===== src/rtl/ndkt_pkg.sv =====
package ndkt_pkg;

  localparam int unsigned DirEntriesDef = 16;
  localparam int unsigned NameChars     = 8;
  localparam int unsigned KeyW          = 64;
  localparam int unsigned InodeW        = 16;
  localparam int unsigned IndexOutW     = 4;
  localparam int unsigned CountOutW     = 5;

  typedef enum logic [1:0] {
    CmdFind   = 2'd0,
    CmdAdd    = 2'd1,
    CmdRemove = 2'd2
  } cmd_e;

  typedef enum logic [1:0] {
    StOk       = 2'd0,
    StNotFound = 2'd1,
    StPresent  = 2'd2,
    StFull     = 2'd3
  } status_e;

  typedef struct packed {
    logic load;
    logic shift;
  } cell_ctl_t;

endpackage


===== src/rtl/ndkt_cell.sv =====
module ndkt_cell (
  input  logic                                  clk_i,
  input  logic                                  cmp_en_i,
  input  logic [ndkt_pkg::KeyW-1:0]             cmp_key_i,
  input  logic                                  live_i,
  input  ndkt_pkg::cell_ctl_t                   ctl_i,
  input  logic [ndkt_pkg::KeyW-1:0]             wr_name_i,
  input  logic [ndkt_pkg::InodeW-1:0]           wr_inode_i,
  input  logic [ndkt_pkg::KeyW-1:0]             next_name_i,
  input  logic [ndkt_pkg::InodeW-1:0]           next_inode_i,
  output logic [ndkt_pkg::KeyW-1:0]             name_o,
  output logic [ndkt_pkg::InodeW-1:0]           inode_o,
  output logic                                  match_o
);
  import ndkt_pkg::*;

  logic [KeyW-1:0]   name_q;
  logic [InodeW-1:0] inode_q;
  logic              match_q;

  always_ff @(posedge clk_i) begin
    if (ctl_i.load) begin
      name_q  <= wr_name_i;
      inode_q <= wr_inode_i;
    end else if (ctl_i.shift) begin
      name_q  <= next_name_i;
      inode_q <= next_inode_i;
    end
  end

  always_ff @(posedge clk_i) begin
    if (cmp_en_i) begin
      match_q <= live_i && (name_q == cmp_key_i);
    end
  end

  assign name_o  = name_q;
  assign inode_o = inode_q;
  assign match_o = match_q;

endmodule


===== src/rtl/name_keyed_directory_table.sv =====
// Channel  | Handshake                | Word
// ---------+--------------------------+------------------------------------------
// in       | in_valid_i / in_ready_o  | command_i, name_key_i, inode_number_i
// out      | out_valid_o / out_ready_i| status_o, found_inode_o, entry_index_o,
//          |                          | entry_count_o
//
// Every cell compares its entry with the key at the accept edge; a resolve step
// then resolves the single match, updates the cell row and loads the output
// register. A new command is taken while a result waits.
// The resolve cycle holds while the output register is full and not taken.
// Reset empties the table at once; entry storage itself is not cleared.
module name_keyed_directory_table #(
  parameter int unsigned DirEntries = ndkt_pkg::DirEntriesDef
) (
  input  logic                                  clk_i,
  input  logic                                  rst_ni,
  input  logic                                  in_valid_i,
  output logic                                  in_ready_o,
  input  logic [1:0]                            command_i,
  input  logic [ndkt_pkg::KeyW-1:0]             name_key_i,
  input  logic [ndkt_pkg::InodeW-1:0]           inode_number_i,
  output logic                                  out_valid_o,
  input  logic                                  out_ready_i,
  output logic [1:0]                            status_o,
  output logic [ndkt_pkg::InodeW-1:0]           found_inode_o,
  output logic [ndkt_pkg::IndexOutW-1:0]        entry_index_o,
  output logic [ndkt_pkg::CountOutW-1:0]        entry_count_o
);
  import ndkt_pkg::*;

  localparam int unsigned IdxW = (DirEntries > 1) ? $clog2(DirEntries) : 1;
  localparam int unsigned CntW = $clog2(DirEntries + 1);

  function automatic logic [KeyW-1:0] norm_key(logic [KeyW-1:0] key);
    logic [KeyW-1:0] res;
    logic            alive;
    res   = '0;
    alive = 1'b1;
    for (int b = 0; b < 8; b++) begin
      if (alive && (b < NameChars) && (key[8*b +: 8] != 8'd0)) begin
        res[8*b +: 8] = key[8*b +: 8];
      end else begin
        alive = 1'b0;
      end
    end
    return res;
  endfunction

  logic              busy_q;
  cmd_e              cmd_q;
  logic [KeyW-1:0]   key_q;
  logic [InodeW-1:0] inode_q;
  logic [CntW-1:0]   count_q, count_d;
  logic              out_valid_q;
  status_e           status_q, status_d;
  logic [InodeW-1:0] found_q, found_d;
  logic [IdxW-1:0]   index_q, index_d;

  logic                  accept;
  logic                  fire;
  logic [KeyW-1:0]       in_key;
  logic                  hit;
  logic [IdxW-1:0]       hit_pos;
  logic [InodeW-1:0]     hit_inode;
  logic                  add_do;
  logic                  rem_do;
  logic [DirEntries-1:0] match;
  logic [DirEntries-1:0] live;
  cell_ctl_t             ctl [DirEntries];
  logic [KeyW-1:0]       cell_name  [DirEntries];
  logic [InodeW-1:0]     cell_inode [DirEntries];
  logic [IdxW+IndexOutW-1:0] index_wide;
  logic [CntW+CountOutW-1:0] count_wide;

  assign in_ready_o = !busy_q;
  assign accept     = in_valid_i && in_ready_o;
  assign fire       = busy_q && (!out_valid_q || out_ready_i);
  assign in_key     = norm_key(name_key_i);

  always_comb begin
    hit       = 1'b0;
    hit_pos   = '0;
    hit_inode = '0;
    for (int i = 0; i < DirEntries; i++) begin
      hit       = hit | match[i];
      hit_pos   = hit_pos | (match[i] ? IdxW'(i) : '0);
      hit_inode = hit_inode | (match[i] ? cell_inode[i] : '0);
    end
  end

  always_comb begin
    status_d = StNotFound;
    found_d  = '0;
    index_d  = '0;
    count_d  = count_q;
    add_do   = 1'b0;
    rem_do   = 1'b0;
    unique case (cmd_q)
      CmdFind: begin
        if (hit) begin
          status_d = StOk;
          found_d  = hit_inode;
          index_d  = hit_pos;
        end
      end
      CmdAdd: begin
        if (hit) begin
          status_d = StPresent;
          index_d  = hit_pos;
        end else if (count_q == CntW'(DirEntries)) begin
          status_d = StFull;
        end else begin
          status_d = StOk;
          index_d  = count_q[IdxW-1:0];
          count_d  = count_q + CntW'(1);
          add_do   = 1'b1;
        end
      end
      CmdRemove: begin
        if (hit) begin
          status_d = StOk;
          index_d  = hit_pos;
          count_d  = count_q - CntW'(1);
          rem_do   = 1'b1;
        end
      end
      default: begin
        status_d = StNotFound;
      end
    endcase
  end

  for (genvar g = 0; g < DirEntries; g++) begin : g_cell
    logic [KeyW-1:0]   nxt_name;
    logic [InodeW-1:0] nxt_inode;

    if (g == DirEntries - 1) begin : g_last
      assign nxt_name  = '0;
      assign nxt_inode = '0;
    end else begin : g_mid
      assign nxt_name  = cell_name[g+1];
      assign nxt_inode = cell_inode[g+1];
    end

    assign live[g]      = CntW'(g) < count_q;
    assign ctl[g].load  = fire && add_do && (count_q == CntW'(g));
    assign ctl[g].shift = fire && rem_do && (IdxW'(g) >= hit_pos);

    ndkt_cell u_cell (
      .clk_i        (clk_i),
      .cmp_en_i     (accept),
      .cmp_key_i    (in_key),
      .live_i       (live[g]),
      .ctl_i        (ctl[g]),
      .wr_name_i    (key_q),
      .wr_inode_i   (inode_q),
      .next_name_i  (nxt_name),
      .next_inode_i (nxt_inode),
      .name_o       (cell_name[g]),
      .inode_o      (cell_inode[g]),
      .match_o      (match[g])
    );
  end

  always_ff @(posedge clk_i or negedge rst_ni) begin
    if (!rst_ni) begin
      busy_q      <= 1'b0;
      count_q     <= '0;
      out_valid_q <= 1'b0;
    end else begin
      if (accept) begin
        busy_q <= 1'b1;
      end else if (fire) begin
        busy_q <= 1'b0;
      end
      if (fire) begin
        count_q     <= count_d;
        out_valid_q <= 1'b1;
      end else if (out_ready_i) begin
        out_valid_q <= 1'b0;
      end
    end
  end

  always_ff @(posedge clk_i) begin
    if (accept) begin
      cmd_q   <= cmd_e'(command_i);
      key_q   <= in_key;
      inode_q <= inode_number_i;
    end
    if (fire) begin
      status_q <= status_d;
      found_q  <= found_d;
      index_q  <= index_d;
    end
  end

  assign index_wide    = {{IndexOutW{1'b0}}, index_q};
  assign count_wide    = {{CountOutW{1'b0}}, count_q};
  assign out_valid_o   = out_valid_q;
  assign status_o      = status_q;
  assign found_inode_o = found_q;
  assign entry_index_o = index_wide[IndexOutW-1:0];
  assign entry_count_o = count_wide[CountOutW-1:0];

  a_count_bound : assert property (@(posedge clk_i) disable iff (!rst_ni)
    count_q <= CntW'(DirEntries))
    else $error("entry count above table size");

  a_single_match : assert property (@(posedge clk_i) disable iff (!rst_ni)
    busy_q |-> $onehot0(match))
    else $error("more than one cell matches the key");

  a_count_step : assert property (@(posedge clk_i) disable iff (!rst_ni)
    fire |=> (count_q == $past(count_q)) || (count_q == $past(count_q) + CntW'(1)) ||
             (count_q == $past(count_q) - CntW'(1)))
    else $error("entry count moved by more than one");

  a_count_hold : assert property (@(posedge clk_i) disable iff (!rst_ni)
    !fire |=> $stable(count_q))
    else $error("entry count changed outside resolve");

  a_full_status : assert property (@(posedge clk_i) disable iff (!rst_ni)
    (out_valid_o && (status_o == StFull)) |-> (count_q == CntW'(DirEntries)))
    else $error("full status with room left");

endmodule


===== config.mk =====
export PLATFORM = sky130hd
export DESIGN_NAME = name_keyed_directory_table
export DESIGN_NICKNAME = d
export VERILOG_FILES = /design/src/rtl/ndkt_pkg.sv /design/src/rtl/ndkt_cell.sv /design/src/rtl/name_keyed_directory_table.sv
export SDC_FILE = /design/constraint.sdc
export NUM_CORES = 2
export LEC_CHECK = 0
export BUFFER_PORTS_ARGS = -buffer_cell sky130_fd_sc_hd__buf_2
export CORE_ASPECT_RATIO = 1.5
export CORE_UTILIZATION = 50
export CTS_CLUSTER_DIAMETER = 80
export DETAILED_ROUTE_END_ITERATION = 10
export GPL_TIMING_DRIVEN = 0
export PLACE_DENSITY = 0.69
export SYNTH_ARGS = -nofsm -noshare
export SYNTH_HDL_FRONTEND = slang
export SYNTH_SLANG_ARGS = --single-unit

===== constraint.sdc =====
create_clock -name clk_i -period 14 [get_ports clk_i]
set_clock_uncertainty 0.2 [all_clocks]
set_input_delay 0.7 -clock clk_i [delete_from_list [all_inputs] [get_ports clk_i]]
set_output_delay 0.7 -clock clk_i [all_outputs]
set_load 0.01 [all_outputs]

* Word-level counts from Yosys, hierarchy flattened
Index checks and enable logic that the tools add are counted.
** Operators by class
- Add/subtract/negate cells :: 2
- Order comparisons :: 32
- Bitwise gates (word level) :: 44
- Reductions and logical operators :: 94
- Mux-type cells :: 131
- Equality and inequality tests :: 37
** Operator list (number)
- 64-bit 2-to-1 mux :: 32
- 64-bit equality test :: 16
- 16-bit 2-to-1 mux :: 48
- 16-bit OR :: 15
- 8-bit 2-to-1 mux :: 8
- 8-bit nonzero test :: 8
- 1-bit logical AND :: 59
- 4-bit 2-to-1 mux :: 11
- 5-bit by 4-bit equality test with 1-bit output (second input constant) :: 8
- 4-bit by 5-bit less-than comparator with 1-bit output (first input constant) :: 8
- 2-bit nonzero test :: 19
- 4-bit greater-or-equal comparator (first input constant) :: 8
- 4-bit OR :: 7
- 5-bit by 3-bit equality test with 1-bit output (second input constant) :: 4
- 3-bit by 5-bit less-than comparator with 1-bit output (first input constant) :: 4
- 1-bit 2-to-1 mux :: 18
- 3-bit by 4-bit greater-or-equal comparator with 1-bit output (first input constant) :: 4
- 5-bit 2-to-1 mux :: 3
- 1-bit OR :: 15
- 3-bit 2-to-1 mux :: 4
- 5-bit by 2-bit equality test with 1-bit output (second input constant) :: 2
- 1-bit by 5-bit less-than comparator with 1-bit output (first input constant) :: 2
- 2-bit by 5-bit less-than comparator with 1-bit output (first input constant) :: 2
- 5-bit case mux with 2 select lines :: 1
- 24 further kinds :: 34
** Word-level totals
- Flip-flop bits (word level) :: 1407
- Input bits :: 86
- Output and inout bits :: 29
- Logic and storage cells :: 397

* Logic depth before layout (Yosys ltp)
- Depth in word-level cells :: 21
- Gate-level depth with buffers :: 14
- Depth with buffers taken out :: 10

* By module
A second synthesis with hierarchy kept.
** Unflattened totals
- Cells, all modules :: 4795
- Area total of the unflattened synthesis :: 72117.9 µm²
** Modules (own cells, without submodules)
- ndkt_cell :: seq. area each 2432.3 µm², area each 4120.2 µm², cells each 265, times used 16
- name_keyed_directory_table :: seq. area each 3298.2 µm², area each 6194.7 µm², cells each 555, times used 1

* Worst setup path after synthesis
No wires, ideal clock.
- Path type :: flip-flop to flip-flop
- Start point :: register g_cell[12].u_cell.match_q
- End point :: register g_cell[11].u_cell.inode_q[0], enable pin
- Library setup time :: 0.792 ns
- Period minus slack after synthesis :: 12.315 ns
- Arrival time :: 11.323 ns
- Path buffers :: 1
- Path slack :: 1.685 ns
- Data required time :: 13.008 ns
- Stages on the path, launching flop included :: 8
- Cells stage by stage :: edfxtp_1 > clkbuf_1 > or4_1 > nor4_2 > and3_1 > and2_1 > nand3b_1 > o311ai_0
** Between the ends
- Longest elaborated chain between the ends :: 9
- Elaborated cells on any way between the ends :: 19
- Classes of those cells :: order compare: 1; mux: 5; bitwise: 8; reduce/logical: 5
** RTL lines
- start, declared :: RTL line ndkt_cell.sv:19 : logic match_q;
- start signal, assigned :: RTL line ndkt_cell.sv:33 : match_q <= live_i && (name_q == cmp_key_i);
- branches (longest 8 deep; another with 4-bit greater-or-equal comparator)
- 2-bit nonzero test (no line) (*)
- end signal, assigned :: RTL line ndkt_cell.sv:24 : inode_q <= wr_inode_i;
- end signal, assigned :: RTL line ndkt_cell.sv:27 : inode_q <= next_inode_i;
- end, declared :: RTL line ndkt_cell.sv:18 : logic [InodeW-1:0] inode_q;
Every way passes the cells marked *.
A chain may end at the register's enable or synchronous reset.

* Worst setup path after layout
- Start point :: input port name_key_i[7] (netlist bit)
- End point :: register g_cell[7].u_cell.match_q (data pin)
** Between the ends
- Longest elaborated chain between the ends :: 18
- Elaborated cells on any way between the ends :: 25
- Classes of those cells :: eq/ne: 1; mux: 15; reduce/logical: 9
** RTL lines
- start, declared :: RTL line name_keyed_directory_table.sv:20 : input logic [ndkt_pkg::KeyW-1:0] name_key_i,
- 8-bit nonzero test :: RTL line name_keyed_directory_table.sv:40 : if (alive && (b < NameChars) && (key[8*b +: 8] != 8'd0)) begin
- 1-bit 2-to-1 mux :: RTL line name_keyed_directory_table.sv:40
- 1-bit logical AND :: RTL line name_keyed_directory_table.sv:40
- 1-bit 2-to-1 mux :: RTL line name_keyed_directory_table.sv:40
- 1-bit logical AND :: RTL line name_keyed_directory_table.sv:40
- 1-bit 2-to-1 mux :: RTL line name_keyed_directory_table.sv:40
- 1-bit logical AND :: RTL line name_keyed_directory_table.sv:40
- 1-bit 2-to-1 mux :: RTL line name_keyed_directory_table.sv:40
- [... 2 more ...]
- 1-bit logical AND :: RTL line name_keyed_directory_table.sv:40
- 1-bit 2-to-1 mux :: RTL line name_keyed_directory_table.sv:40
- 1-bit logical AND :: RTL line name_keyed_directory_table.sv:40
- 1-bit 2-to-1 mux :: RTL line name_keyed_directory_table.sv:40
- 1-bit logical AND :: RTL line name_keyed_directory_table.sv:40
- 8-bit 2-to-1 mux :: RTL line name_keyed_directory_table.sv:40
- 64-bit equality test (*) :: RTL line ndkt_cell.sv:33
- 1-bit logical AND (*) :: RTL line ndkt_cell.sv:33
- end signal, assigned :: RTL line ndkt_cell.sv:33
- end, declared :: RTL line ndkt_cell.sv:19
Mark *: on every way between the ends. The rest lies on a longest branch, timed or not.

==> results by group <==
Outcome
  – Status: finished with violations
  – Failing checks: capacitance limit, slew limit

Worst setup path
  – Worst path cell trace: buf_2 > nor4_1 > nand2_1 > nand4_1 > buf_2 > buf_2 > buf_2 > nor3_1 > nor4b_1 > nand4_1 > nor4_1 > nor4b_1
  – Crit-path slowest cell: nor4_1
  – Max incr delay on CP: about 1.2 ns
  – FF-to-FF End: g_cell[3].u_cell.name_o[27]
  – Maximum net fanout on the critical path: 10
  – Reg-to-Reg Start: g_cell[13].u_cell.match_o
  – Crit end category: register
  – Setup CP Type: in -> reg
  – Reg2Reg Depth: 9
  – CP Launch Type: input pin
  – Delay-heaviest family, CP: simple AND/OR/NAND/NOR gates
  – Number of buffers and inverters on the critical path: 4
  – CP startpoint: name_key_i[7]
  – WP data arrival: 7.73 ns
  – Most frequent CP cell: buf_2
  – Worst EP required: around 14 ns
  – Register-to-register setup slack: approximately 7.7 ns

STA
  – Hold Fails Final Rpt: 0
  – Slew @ Worst Pin: 1.55 ns
  – Final-report setup violation count: 0
  – Slew HR: -0.0445
  – Final Slew Violations: 2
  – RSZ-0062 raised after global routing: no
  – Min Clock Period, post-route: 7.45 ns
  – Max Clk Rate: 134 MHz
  – Final Cycle Share: 0.532

Clock tree
  – Post-CTS setup buffers: 0
  – Clk buf depth: 3
  – Clk Latency, worst-skew pair: 0.84 ns
  – CTS tree: done
  – Post-cts repair resize count: 0
  – Max H-tree Level: 4
  – Sink Count: approximately 1400
  – TritonCTS buffer count: 144
  – Root buf cell: clkbuf_16
  – Clk slew on worst S/H paths: 0.07 ns

Power
  – LEAKAGE: approximately 28 nW
  – PwrDens: about 120 mW/mm^2
  – Total power: just over 10 mW
  – Peak supply drop: about 0.096 mV

GRT
  – Overflow after GRT: 0
  – Largest net degree at the start of global routing: 51
  – Global-route wire length before repair: roughly 420000 um
  – All-Layer GR Usage: 0.391
  – Initial antenna violation count: 24
  – Vias in the first global route: 54497

Place
  – Detail Placement HPWL: around 230000 um
  – Number of buffers added on ports: 83
  – Placer Congestion: 1.02
  – Dpl cell area: 0.0802 sq mm

Worst hold path
  – Worst min-delay path class: in -> async

Floorplan
  – DIE WIDTH: 320 um
  – Die area: 0.153 sq mm
  – Die H: 479 um
  – IO Count: 115
  – Placeable core area: roughly 0.15 sq mm
  – Initial Util: 0.504
  – Number of cell rows: 174

Synth
  – Number of synthesized flops with an enable pin: between 1000 and 1500
  – Post-Synthesis Cells: 5753
  – Synth unique cells: 76
  – Yosys reg bits: approximately 1400
  – Syn_area_per_cell: 13.2 sq um
  – Top cell type's share of synthesized area: 0.555
  – Yosys top cell by area: edfxtp_1
  – Syn Nets: 5844
  – Warning count from the yosys run: 0
  – Post-synth ARST share: 0.00498
  – Top_reg_cell synth: edfxtp_1
  – Top post-synthesis cells by area: edfxtp_1 55%, mux2_2 16%, xnor2_1 5.7%, xor2_1 3.7%, nand2_1 1.6%
  – Post-synthesis sequential area ratio: 0.557
  – Mapped cell area: between 0.07 and 0.08 sq mm

Drt
  – Met3 wire length: approximately 30000 um
  – Top layer in use: met5
  – Wire length per cell: roughly 37 um
  – TritonRoute pass-1 iters: 8
  – Met2 routed WL: 142000 um
  – Drt initial violations: 7286
  – Via count: 55650
  – Vias per cell: 6.83
  – Antenna viol nets, final: 0
  – Residual DRC: 0
  – Final wirelength: 303000 um
  – Post-Route M1 WL: ~100000 um

Finish
  – Post-route cell area: 0.0853 sq mm
  – Share of layout cells above drive strength 1: 0.259
  – Utilization after layout: 0.568
  – Register area: 0.0422 sq mm
  – Fill count: 12387
  – Multi-input gate area: 0.0315 sq mm
  – Layout net count: 6165
  – Area Overhead vs Synth: 12.6%

Job
  – Max-capacitance violation count: 2
==> state kept, by name, indices dropped and copies added, names as in the netlist, 4 cells and up <==
register / cells
entry_count_o: 5
entry_index_o: 4
found_inode_o: 16
g_cell.u_cell.inode_o: 256
g_cell.u_cell.match_o: 16
g_cell.u_cell.name_o: 1024
inode_q: 16
key_q: 64
==> synthesized netlist by cell type (51+ instances only) <==
master / instances
a21oi_1: 72
a221oi_1: 51
a31oi_1: 156
and2_1: 87
buf_1: 74
buf_2: 66
clkbuf_1: 311
edfxtp_1: 1400
inv_1: 75
mux2_2: 1087
nand2_1: 313
nand3_1: 67
nand4_1: 140
nor2_1: 173
nor3_1: 77
nor4_1: 103
nor4bb_1: 92
o32ai_1: 112
xnor2_1: 493
xor2_1: 316
==> area by class of cell <==
cell class	instances	area share
Antenna cell	18	0.000528
Buffer	471	0.0229
Clock buffer	171	0.0446
Clock inverter	96	0.0121
Inverter	83	0.00365
Multi-Input combinational cell	3792	0.369
Sequential cell	1407	0.495
Tap cell	1936	0.0284
Timing Repair Buffer	175	0.0240
==> layout by cell type, fill, tap and decap left out, types with 74 or more instances in the layout <==
cell,synthesis,final
nand2_1,313,310
a31oi_1,156,156
xnor2_1,493,493
mux2_2,1087,1087
o32ai_1,112,112
edfxtp_1,1400,1400
nor4bb_1,92,92
nand4_1,140,140
nor3_1,77,75
clkbuf_16,0,148
and2_1,87,87
nor2_1,173,172
xor2_1,316,316
buf_2,66,150
nor4_1,103,98
buf_1,74,74
clkbuf_1,311,332
inv_1,75,75
==> power breakdown <==
group / switching (mW) / leakage, nW / total, mW / internal [mW]
Combinational: 0.837 / 13.1 / 1.15 / 0.314
Sequential: 0.145 / 12.8 / 4.87 / 4.73
Clock: 1.80 / 2.36 / 4.10 / 2.30
Total: 2.78 / 28.2 / 10.1 / 7.34
==> worst max-delay path by stage <==
| stage | to | cells after the start | slack (ns) |
|---|---|---|---|
| floorplan | g_cell[11].u_cell.inode_o[0] | 7 | 1.68 |
| global placement | g_cell[11].u_cell.name_o[32] | 7 | -10.13 |
| detailed placement | g_cell[7].u_cell.match_o | 12 | 6.31 |
| CTS | g_cell[7].u_cell.match_o | 12 | 7.20 |
| global route | g_cell[7].u_cell.match_o | 12 | 7.14 |
| finish | g_cell[7].u_cell.match_o | 12 | 6.55 |
==> worst register-to-register path, stage by stage (launching register included) <==
cell and delay [ns]:
edfxtp_1 0.49, clkbuf_1 0.53, or4_1 0.78, nor4_2 0.69, and3_1 0.36, and3_1 0.31
nor2b_1 0.18, clkbuf_1 1.10, nand2b_4 0.83, buf_16 0.37
==> metrics by stage <==
stage	cells	hold slack, ns	setup TNS, ns	worst slack (ns)
2_1_floorplan	5753	0.204	0	1.68
3_3_place_gp	7772	0.309	-1802.58	-10.13
3_5_place_dp	7843	0.325	0	6.31
4_1_cts	8131	0.0152	0	7.20
5_1_grt	8133	0.0567	0	7.14
6_report	8149	0.0482	0	6.55
==> per-layer routing <==
layer,global-route usage,vias to the layer above
li1,-,22740
met1,0.434,27781
met2,0.637,3900
met3,0.0940,1217
met4,0.328,12
met5,0,-
==> what timing repair did <==
item | CTS | global route
hold buffers | 21 | 0
hold endpoints to repair | 27 | 0
endpoints found under the setup margin | 0 | 0
==> logic make-up (layout without fill, tap and decap cells) <==
kind of cell,Yosys count,after routing,synth area share
AO/OA/AOI/OAI,624,624,0.0604
XOR/XNOR,809,809,0.0935
adder cells (fa/ha/maj),5,5,0.000826
buffers and inverters,554,996,0.0299
flip-flops,1407,1407,0.557
multiplexers,1121,1121,0.167
other,0,18,0
AND/OR/NAND/NOR,1233,1233,0.0916
Note: power is estimated with default switching activity, not from simulation.
